`src/sv/wpm_pkg.sv`:
```
// Shared constants and types for the 3x3 binary window pattern matcher.
`default_nettype none

package wpm_pkg;

    localparam int MAX_WIDTH    = 2048;
    localparam int MAX_HEIGHT   = 2048;
    localparam int MIN_DIM      = 3;

    localparam int PIXEL_W      = 32;
    localparam int DIM_W        = 12;
    localparam int PATTERN_W    = 9;
    localparam int CENTER_W     = 11;
    localparam int CFG_DATA_W   = 32;
    localparam int CFG_INDEX_W  = 2;

    localparam int COL_W        = $clog2(MAX_WIDTH);
    localparam int ROW_W        = $clog2(MAX_HEIGHT);
    localparam int COL_WIDE_W   = (COL_W + 1 > DIM_W) ? COL_W + 1 : DIM_W;
    localparam int ROW_WIDE_W   = (ROW_W + 1 > DIM_W) ? ROW_W + 1 : DIM_W;

    // one cell holds one window column: {bottom, middle, top}
    localparam int COLUMN_H     = 3;
    localparam int NUM_CELLS    = 3;

    // line store word: {two rows above, row above}
    localparam int LINE_WORD_W  = 2;

    localparam logic [DIM_W-1:0]      WIDTH_RESET      = DIM_W'(640);
    localparam logic [DIM_W-1:0]      HEIGHT_RESET     = DIM_W'(480);
    localparam logic [PIXEL_W-1:0]    BACKGROUND_RESET = 32'hffff_ffff;
    localparam logic [PATTERN_W-1:0]  PATTERN_RESET    = 9'h1ff;

    typedef enum logic [CFG_INDEX_W-1:0] {
        REG_IMAGE_WIDTH  = 2'd0,
        REG_IMAGE_HEIGHT = 2'd1,
        REG_BACKGROUND   = 2'd2,
        REG_PATTERN      = 2'd3
    } cfg_index_t;

    typedef logic [COLUMN_H-1:0] column_t;

    typedef struct packed {
        logic hit;
        logic active;
    } cell_flags_t;

    typedef struct packed {
        logic [CENTER_W-1:0] center_x;
        logic [CENTER_W-1:0] center_y;
    } result_t;

endpackage

`default_nettype wire

```
`src/sv/wpm_cell.sv`:
```
// One window column cell: holds a 3-bit column, passes it to its left neighbour.
`default_nettype none

module wpm_cell
    import wpm_pkg::*;
(
    input  wire logic    clk,
    input  wire logic    rst_n,
    input  wire logic    shift,
    input  wire column_t col_in,
    input  wire column_t pat_col,
    output column_t      col_out,
    output cell_flags_t  flags
);

    column_t col_reg;
    column_t col_next;

    assign col_next = shift ? col_in : col_reg;

    always_ff @(posedge clk or negedge rst_n)
    begin
        if (!rst_n)
        begin
            col_reg <= '0;
        end
        else
        begin
            col_reg <= col_next;
        end
    end

    assign col_out = col_reg;

    // flags describe the column as it stands after this shift
    assign flags.hit    = (col_in == pat_col);
    assign flags.active = |col_in;

endmodule

`default_nettype wire

```
`config.mk`:
```
export PLATFORM = sky130hd
export DESIGN_NAME = wpm_cell
export DESIGN_NICKNAME = d
export VERILOG_FILES = /design/src/sv/wpm_pkg.sv /design/src/sv/wpm_cell.sv
export SDC_FILE = /design/constraint.sdc
export NUM_CORES = 1
export LEC_CHECK = 0
export BUFFER_PORTS_ARGS = -buffer_cell sky130_fd_sc_hd__buf_2
export CAP_MARGIN = 10
export CELL_PAD_IN_SITES_DETAIL_PLACEMENT = 1
export CELL_PAD_IN_SITES_GLOBAL_PLACEMENT = 2
export CORE_AREA = 2 2 39 41
export DETAILED_ROUTE_END_ITERATION = 12
export DIE_AREA = 0 0 41 43
export GPL_TIMING_DRIVEN = 0
export HOLD_SLACK_MARGIN = 0.12
export MAX_ROUTING_LAYER = met4
export PLACE_DENSITY_LB_ADDON = 0.1
export SLEW_MARGIN = 10
export SYNTH_ARGS = -nofsm -noshare
export SYNTH_HDL_FRONTEND = slang
export SYNTH_SLANG_ARGS = --single-unit
export TNS_END_PERCENT = 30
```
`constraint.sdc`:
```
create_clock -name clk -period 1.2 [get_ports clk]
set_input_delay 0.06 -clock clk [delete_from_list [all_inputs] [get_ports clk]]
set_output_delay 0.06 -clock clk [all_outputs]
set_load 0.01 [all_outputs]
```
==> summary.md <==
| Metric | Value |
|---|---|
| Status | completed |
| Post-CTS repair timing setup buffer count | 0 |
| Total vias in the final route | approximately 160 |
| Area growth from synthesis to final layout | 103% |
| DRC errors left | 0 |
| H-tree Lvls | 1 |
| Final wirelength | 453 um |
| Total count of hold-check failures in the final report | 0 |
| Die extent in y | between 40 and 50 um |
| Number of antenna diodes | 0 |
| Maximum VDD drop | around 0.39 mV |
| Initial Util | between 10% and 20% |
| Number of register bits inferred by synthesis | 3 |
| Portion of the post-synthesis area used by sequential elements | 51.3% |
| Slew Limit Fails | 0 |
| Initial antenna violation count | 0 |
| Final weighted congestion of routability-driven global placement | 0.621 |
| Launch point of the worst reg-to-reg path | col_out[1] |
| Average size of a mapped cell | 13.3 um2 |
| Number of buffers created by CTS | 3 |
| Remaining number of nets flagged by the antenna check after routing | 0 |
| Average wire length per cell after detail routing | 9.44 um |
| Total clock sinks | 3 |
| First-iteration detailed-routing DRC count | 0 |
| PwrDens | 1210 nW/um2 |
| Top area cells in the synthesized netlist | sky130_fd_sc_hd__dfrtp_1 51%, sky130_fd_sc_hd__mux2_2 23%, sky130_fd_sc_hd__xor2_1 18% |
| Async set-reset flop share out of synthesis | 100% |
| WP data required | 1310 ps |
| Insertion delay of the later-clocked pin in the worst-skew pair | between 200 and 250 ps |
| Largest buffer count on any clock path | 2 |
| Hold-fix buffer count after cts | 4 |
| Maximum Capacitance Violations | 0 |
| Setup Skew | 0 ps |
| Post-Synthesis Cells | 11 |
| Maximum number of pins on one net before global-route repair | 4 |
| Highest achievable clock rate | ~1100 MHz |
| Startpoint type of the worst setup path | input port |
| Minimum clock period | 888 ps |
| Crit path max-delay cell type | sky130_fd_sc_hd__dlygate4sd3_1 |
| Slew headroom | 89.5% |
| Total I/O pin count | 14 |
| Number of flip-flops under the largest register name | 3 |
| Layout Nets | 42 |
| Worst Path Buf+Inv | 2 |
| CTS tree | done |
| Dominant delay contributor by cell family on the critical path | buffers and inverters |
| Number of search-and-repair iterations in the first detailed-routing pass | 1 |
| Worst hold path class | input port to register |
| Syn nets | 20 |
| Grt ovf | 0 |
| Type of destination of the critical path | register |
| Startpoint of the most critical hold path | shift |
| Crit path launch | col_in[0] |
| Dominant register cell in the synthesized netlist | sky130_fd_sc_hd__dfrtp_1 |
| Register-to-register setup slack | ~460 ps |
| Top cell type by total area after synthesis | sky130_fd_sc_hd__dfrtp_1 |
| Post-route fraction of the period consumed by the critical path | about three quarters |
| Fraction of final layout cells sized beyond drive strength 1 | 59.4% |
| Worst stage delay on the critical path | roughly 560 ps |
| Maximum fanout along the worst path | 3 |
| Die ar. | 1760 um2 |
| Vias per Instance | 3.40 |
| Count of unique library cells instantiated by Yosys | 5 |
| Die Span X | 41 um |
| Placeable core area | between 1000 and 1500 um2 |
| Clock transition time at the flip-flop clock pins of the worst setup and hold paths | 40 ps |
| CP cell instances | buf_2, dlygate4sd3_1, mux2_2 |
| Leakage power summed over all cells | roughly 0.14 nW |
| Wire length of the first global-routing pass | just under 800 um |
| Setup total negative slack | 0 ps |
| Post-detailed-placement cell area | 231 um2 |
| Post-Layout Inst Area | 298 um2 |
| Number of flops mapped to enable cells by yosys | 0 |
| Type of the setup path with the least slack | input port to register |
| Count of instances resized after the clock tree is built | 0 |
| Endpoint arrival time on the critical path | 990 ps |
| RSZ-0062 raised after global routing | false |
| Number of global-route vias before repair | 195 |
| Number of placement rows | 14 |
| Combined global-route utilization of all metal layers | 7.00% |
| Tightest Pin Transition | 157 ps |
| Ranking of synthesized cells by instance count | 3 x sky130_fd_sc_hd__dfrtp_1, 3 x sky130_fd_sc_hd__mux2_2, 3 x sky130_fd_sc_hd__xor2_1, 1 x sky130_fd_sc_hd__nor3_1, 1 x sky130_fd_sc_hd__or3_1 |
| Clock root cell | sky130_fd_sc_hd__clkbuf_4 |
| Number of warning messages in the yosys log | 0 |
| Final setup viols | 0 |
| IO Port Bufs | 13 |
| Proportion of netlist area held by the largest area contributor | 51.3% |
| Netlist area before placement | ~150 um2 |
-- logic make-up after synthesis --
logic type	share of synthesized area, %
simple gates	7.69
xor+xnor	18.0
flops	51.3
mux	23.1
-- metal layers --
layer,global-route usage [%],up-vias,wire length (um)
li1,-,81,-
met1,8.06,74,196
met2,9.69,8,215
met3,4.71,0,40
met4,2.00,0,0
met5,-,-,0
-- power by group --
| group | internal (mW) | switching [mW] | leakage [nW] | total, mW |
|---|---|---|---|---|
| clock | 0.124 | 0.0479 | 0.0150 | 0.172 |
| combinational | 0.0415 | 0.0312 | 0.0948 | 0.0727 |
| sequential | 0.112 | 0.00387 | 0.0351 | 0.116 |
-- cell usage in the layout, fill, tap and decap left out --
cell / count
sky130_fd_sc_hd__buf_2: 13
sky130_fd_sc_hd__clkbuf_1: 1
sky130_fd_sc_hd__clkbuf_4: 3
sky130_fd_sc_hd__dfrtp_1: 3
sky130_fd_sc_hd__dlygate4sd3_1: 4
sky130_fd_sc_hd__mux2_2: 3
sky130_fd_sc_hd__nor3_1: 1
sky130_fd_sc_hd__or3_1: 1
sky130_fd_sc_hd__xor2_1: 3
-- area by class of cell --
cell class                 count  area (um2)
fill                         170        1090
timing repair buffer          17         105
sequential                     3        75.1
multi-input combinational      8        71.3
clock buffer                   4        26.3
tap                           16        20.0
-- per-stage QoR --
stage / worst slack [ps] / hold WS, ps / power, mW / instances / utilization, %
after floorplan: 431 / -236 / 0.144 / 11 / -
after global placement: 459 / -141 / 0.180 / 40 / 16.7
after detailed placement: 454 / -139 / 0.181 / 40 / 16.7
after CTS: 317 / 133 / 0.370 / 48 / 21.5
after global routing: 300 / 140 / 0.394 / 48 / 21.5
final: 312 / 132 / 0.361 / 48 / 21.5
-- final timing paths --
path | endpoint | cells past startpoint
max in group asynchronous | col_out[1] | 2
max | col_out[0] | 3
min in group asynchronous | col_out[2] | 2
min | col_out[2] | 2
max reg2reg | col_out[1] | 1
min reg2reg | col_out[0] | 1
Note: power is estimated with default switching activity, not from simulation.
