## src/sv/wpm_pkg.sv

```systemverilog
// Shared constants and types for the 3x3 binary window pattern matcher.
`default_nettype none

package wpm_pkg;

    localparam int MAX_WIDTH    = 2048;
    localparam int MAX_HEIGHT   = 2048;
    localparam int MIN_DIM      = 3;

    localparam int PIXEL_W      = 32;
    localparam int DIM_W        = 12;
    localparam int PATTERN_W    = 9;
    localparam int CENTER_W     = 11;
    localparam int CFG_DATA_W   = 32;
    localparam int CFG_INDEX_W  = 2;

    localparam int COL_W        = $clog2(MAX_WIDTH);
    localparam int ROW_W        = $clog2(MAX_HEIGHT);
    localparam int COL_WIDE_W   = (COL_W + 1 > DIM_W) ? COL_W + 1 : DIM_W;
    localparam int ROW_WIDE_W   = (ROW_W + 1 > DIM_W) ? ROW_W + 1 : DIM_W;

    // one cell holds one window column: {bottom, middle, top}
    localparam int COLUMN_H     = 3;
    localparam int NUM_CELLS    = 3;

    // line store word: {two rows above, row above}
    localparam int LINE_WORD_W  = 2;

    localparam logic [DIM_W-1:0]      WIDTH_RESET      = DIM_W'(640);
    localparam logic [DIM_W-1:0]      HEIGHT_RESET     = DIM_W'(480);
    localparam logic [PIXEL_W-1:0]    BACKGROUND_RESET = 32'hffff_ffff;
    localparam logic [PATTERN_W-1:0]  PATTERN_RESET    = 9'h1ff;

    typedef enum logic [CFG_INDEX_W-1:0] {
        REG_IMAGE_WIDTH  = 2'd0,
        REG_IMAGE_HEIGHT = 2'd1,
        REG_BACKGROUND   = 2'd2,
        REG_PATTERN      = 2'd3
    } cfg_index_t;

    typedef logic [COLUMN_H-1:0] column_t;

    typedef struct packed {
        logic hit;
        logic active;
    } cell_flags_t;

    typedef struct packed {
        logic [CENTER_W-1:0] center_x;
        logic [CENTER_W-1:0] center_y;
    } result_t;

endpackage

`default_nettype wire

```

## src/sv/wpm_queue.sv

```systemverilog
// Two-word result queue between the window stage and the output port.
`default_nettype none

module wpm_queue
    import wpm_pkg::*;
(
    input  wire logic    clk,
    input  wire logic    rst_n,
    input  wire logic    push,
    input  wire result_t push_data,
    input  wire logic    pop_ready,
    output logic         head_valid,
    output result_t      head_data,
    output logic         pop,
    output logic [1:0]   count
);

    result_t    entry_reg [2];
    logic       wr_ptr_reg;
    logic       wr_ptr_next;
    logic       rd_ptr_reg;
    logic       rd_ptr_next;
    logic [1:0] count_reg;
    logic [1:0] count_next;

    assign head_valid = (count_reg != 2'd0);
    assign head_data  = entry_reg[rd_ptr_reg];
    assign pop        = head_valid && pop_ready;
    assign count      = count_reg;

    always_comb
    begin
        wr_ptr_next = push ? ~wr_ptr_reg : wr_ptr_reg;
        rd_ptr_next = pop  ? ~rd_ptr_reg : rd_ptr_reg;
        count_next  = count_reg + {1'b0, push} - {1'b0, pop};
    end

    always_ff @(posedge clk or negedge rst_n)
    begin
        if (!rst_n)
        begin
            wr_ptr_reg <= 1'b0;
            rd_ptr_reg <= 1'b0;
            count_reg  <= 2'd0;
        end
        else
        begin
            wr_ptr_reg <= wr_ptr_next;
            rd_ptr_reg <= rd_ptr_next;
            count_reg  <= count_next;
        end
    end

    always_ff @(posedge clk)
    begin
        if (push)
        begin
            entry_reg[wr_ptr_reg] <= push_data;
        end
    end

endmodule

`default_nettype wire

```

## config.mk

```make
export PLATFORM = sky130hd
export DESIGN_NAME = wpm_queue
export DESIGN_NICKNAME = d
export VERILOG_FILES = /design/src/sv/wpm_pkg.sv /design/src/sv/wpm_queue.sv
export SDC_FILE = /design/constraint.sdc
export NUM_CORES = 1
export LEC_CHECK = 0
export BUFFER_PORTS_ARGS = -buffer_cell sky130_fd_sc_hd__buf_2
export CAP_MARGIN = 20
export CORE_MARGIN = 10
export CORE_UTILIZATION = 54
export DETAILED_ROUTE_END_ITERATION = 10
export PLACE_DENSITY = 0.86
export SYNTH_ARGS = -nofsm -noshare
export SYNTH_HDL_FRONTEND = slang
export SYNTH_SLANG_ARGS = --single-unit
```

## constraint.sdc

```tcl
create_clock -name clk -period 2.65 [get_ports clk]
set_input_delay 0.1325 -clock clk [delete_from_list [all_inputs] [get_ports clk]]
set_output_delay 0.1325 -clock clk [all_outputs]
set_load 0.02 [all_outputs]
```

==> results.json <==
{
  "powerDensity_nw_per_um2": 949.7,
  "cp_top_family": "flip-flops",
  "finalHoldViolations": 0,
  "skew_ps": 4.121,
  "avgSynthCellArea_um2": 21.26,
  "cp_max_fo": 12,
  "nets": 195,
  "drive_gt1_share_pct": 50.00,
  "numCtsBuffers": 5,
  "status": "complete, no violations",
  "num_rows": 20,
  "grt_usage_pct": 12.56,
  "rsz0062_at_grt": "no",
  "yosysSeqAreaShare_pct": 79.61,
  "viasPerCell": 4.830,
  "crit_type": "flip-flop to output port",
  "power_switching_share_pct": 34.57,
  "yosys_warnings": 0,
  "htree_levels": 2,
  "cts_buffer_depth": 2,
  "synth_nets": 112,
  "finalMaxSlewViolations": 0,
  "drtIter0Drc": 34,
  "min_period_ps": 2001,
  "initial_core_util_pct": 57.54,
  "grt_start_max_net_pins": 15,
  "cts-root-buf": "clkbuf_4",
  "cp_num_buf_inv": 2,
  "grt_overflow": 0,
  "comb_power_share_pct": 38.3,
  "vias": 1024,
  "cp.arrival_ps": 1870,
  "num_antenna_cells": 0,
  "dp_slack_ps": 1042,
  "wire_per_inst_um": 16.69,
  "area_growth_pct": 33.92,
  "grt_pass1_wl_um": 5975,
  "first_pass_iters": 4,
  "synth_area_um2": 1785,
  "finalWirelength_um": 3539,
  "slew_headroom_pct": 60.50,
  "core_area_um2": 3103,
  "clkLatencyLatePin_ps": 360,
  "synth-seq-cells": 48,
  "setup_viol": 0,
  "fin_tns_setup_ps": 0,
  "critical_path_required_ps": 2520,
  "worstPathCellList": "buf_4, mux2_2, buf_2",
  "total_leakage_power_nw": 0.9366,
  "seqPwrFrac_pct": 48.2,
  "grt_antenna_before_repair": 0,
  "tightest_slew_ps": 589.8,
  "tritoncts": "built",
  "place.gp.congestion": 0.7742,
  "ctsResizeCount": 0,
  "setup_slack_ps": 648.9,
  "ant_nets": 0,
  "cp-start-kind": "flip-flop",
  "dp_cells": 180,
  "dpl.hpwl_um": 2440,
  "crit_slowest_cell": "dfrtp_1",
  "power_w": 0.002271,
  "fin_crit_sh_pct": 75.51,
  "p_sw_w": 0.0007850,
  "drv_cap": 0,
  "fmax_mhz": 499.7,
  "ioPinCount": 52,
  "cp-end-kind": "output port",
  "grt_pass1_vias": 1171,
  "slowest_delay_ps": 680,
  "cts.sinks": 48,
  "largest_reg_flops": 44,
  "clkTransAtPathRegs_ps": 120,
  "irDropWorstVdd_mv": 0.6503,
  "p_int_w": 0.001486,
  "syn_inst": 84,
  "die_x_um": 77.50,
  "fin_cells": 212,
  "ys_types": 12,
  "whs_ps": 108.3,
  "io_buffers": 51,
  "dieArea_um2": 6006,
  "clockPowerShare_pct": 13.5,
  "drc_errors": 0,
  "die_h_um": 77.50,
  "hp-class": "input pin to asynchronous set/reset pin"
}
-- power by group through the flow --
| stage | clock (W) | sequential, W | combinational [W] |
|---|---|---|---|
| final | 0.000306 | 0.00110 | 0.000869 |
| after global routing | 0.000345 | 0.00112 | 0.000953 |
| after CTS | 0.000323 | 0.00110 | 0.000882 |
| after detailed placement | 0 | 0.00111 | 0.000853 |
| after global placement | 0 | 0.00110 | 0.000829 |
| after floorplan | 0 | 0.00110 | 0.000594 |
-- metal layers --
metal / wire length, µm / vias up / GRT usage [%]
li1: - / 486 / -
met1: 1400 / 489 / 13.35
met2: 1746 / 44 / 20.99
met3: 356 / 5 / 7.258
met4: 36 / 0 / 3.285
met5: 0 / - / 0
-- path summary, 6_finish.rpt --
path | to | slack (ps) | depth (start not counted) | start
max | head_data[13] | 650 | 3 | rd_ptr_reg
min | rd_ptr_reg | 110 | 2 | rst_n
max reg2reg | count[1] | 1080 | 6 | count[1]
min reg2reg | wr_ptr_reg | 510 | 1 | wr_ptr_reg
max in group asynchronous | count[1] | 2410 | 2 | rst_n
min in group clk | rd_ptr_reg | 150 | 3 | pop_ready
-- timing repair --
action / CTS / global route
hold buffers: 24 / 0
buffers inserted: 0 / 0
endpoints found under the hold margin: 49 / 0
-- metrics by stage --
step / util [%] / area (µm²)
CTS: 77.06 / 2391
floorplan: - / 1785
global placement: 67.62 / 2098
global route: 77.06 / 2391
detailed placement: 67.62 / 2098
finish: 77.06 / 2391
-- kinds of logic after synthesis --
logic type	count (synthesis)	share of synthesized area (%)
xor+xnor	4	1.963
buf+inv	4	1.682
flops	48	79.61
compound gates	1	0.4206
mux	22	13.88
simple gates	3	1.052
fa+ha+maj	2	1.401
-- synth_stat cells (all sizes together) --
master,instances,area (µm²)
edfxtp,44,1321
o21a,1,7.510
dfrtp,4,100.1
xnor2,2,17.52
ha,2,25.02
inv,2,7.510
nor2b,1,6.260
or2,1,6.260
buf,2,22.52
and2,1,6.260
xor2,2,17.52
mux2,22,247.7
-- layout make-up --
| class | instances | area [µm²] |
|---|---|---|
| timing repair buffer | 78 | 518.0 |
| inverter | 2 | 7.507 |
| sequential | 48 | 1421 |
| tap | 44 | 55.05 |
| clock buffer | 6 | 41.29 |
| multi-input combinational | 32 | 336.6 |
| clock inverter | 2 | 11.26 |
| fill | 212 | 711.9 |
-- worst register-to-register path: cells and delay by family, from the launching register on --
kind | cells | cell delay (ps)
flip-flops | 1 | 430
buffers and inverters | 1 | 40
XOR/XNOR | 2 | 320
adder cells (fa/ha/maj) | 2 | 460
AO/OA/AOI/OAI | 1 | 240
-- cells in the final DEF (no fill, tap or decap) --
| master | count |
|---|---|
| clkbuf_1 | 1 |
| clkinv_1 | 1 |
| mux2_2 | 22 |
| and2_1 | 1 |
| dfrtp_1 | 4 |
| buf_2 | 51 |
| inv_1 | 2 |
| ha_1 | 2 |
| nor2b_2 | 1 |
| xnor2_1 | 2 |
| xor2_1 | 2 |
| clkinvlp_4 | 1 |
| buf_4 | 3 |
| or2_2 | 1 |
| clkbuf_4 | 5 |
| edfxtp_1 | 44 |
| o21a_1 | 1 |
| dlygate4sd3_1 | 24 |
Note: power is estimated with default switching activity, not from simulation.
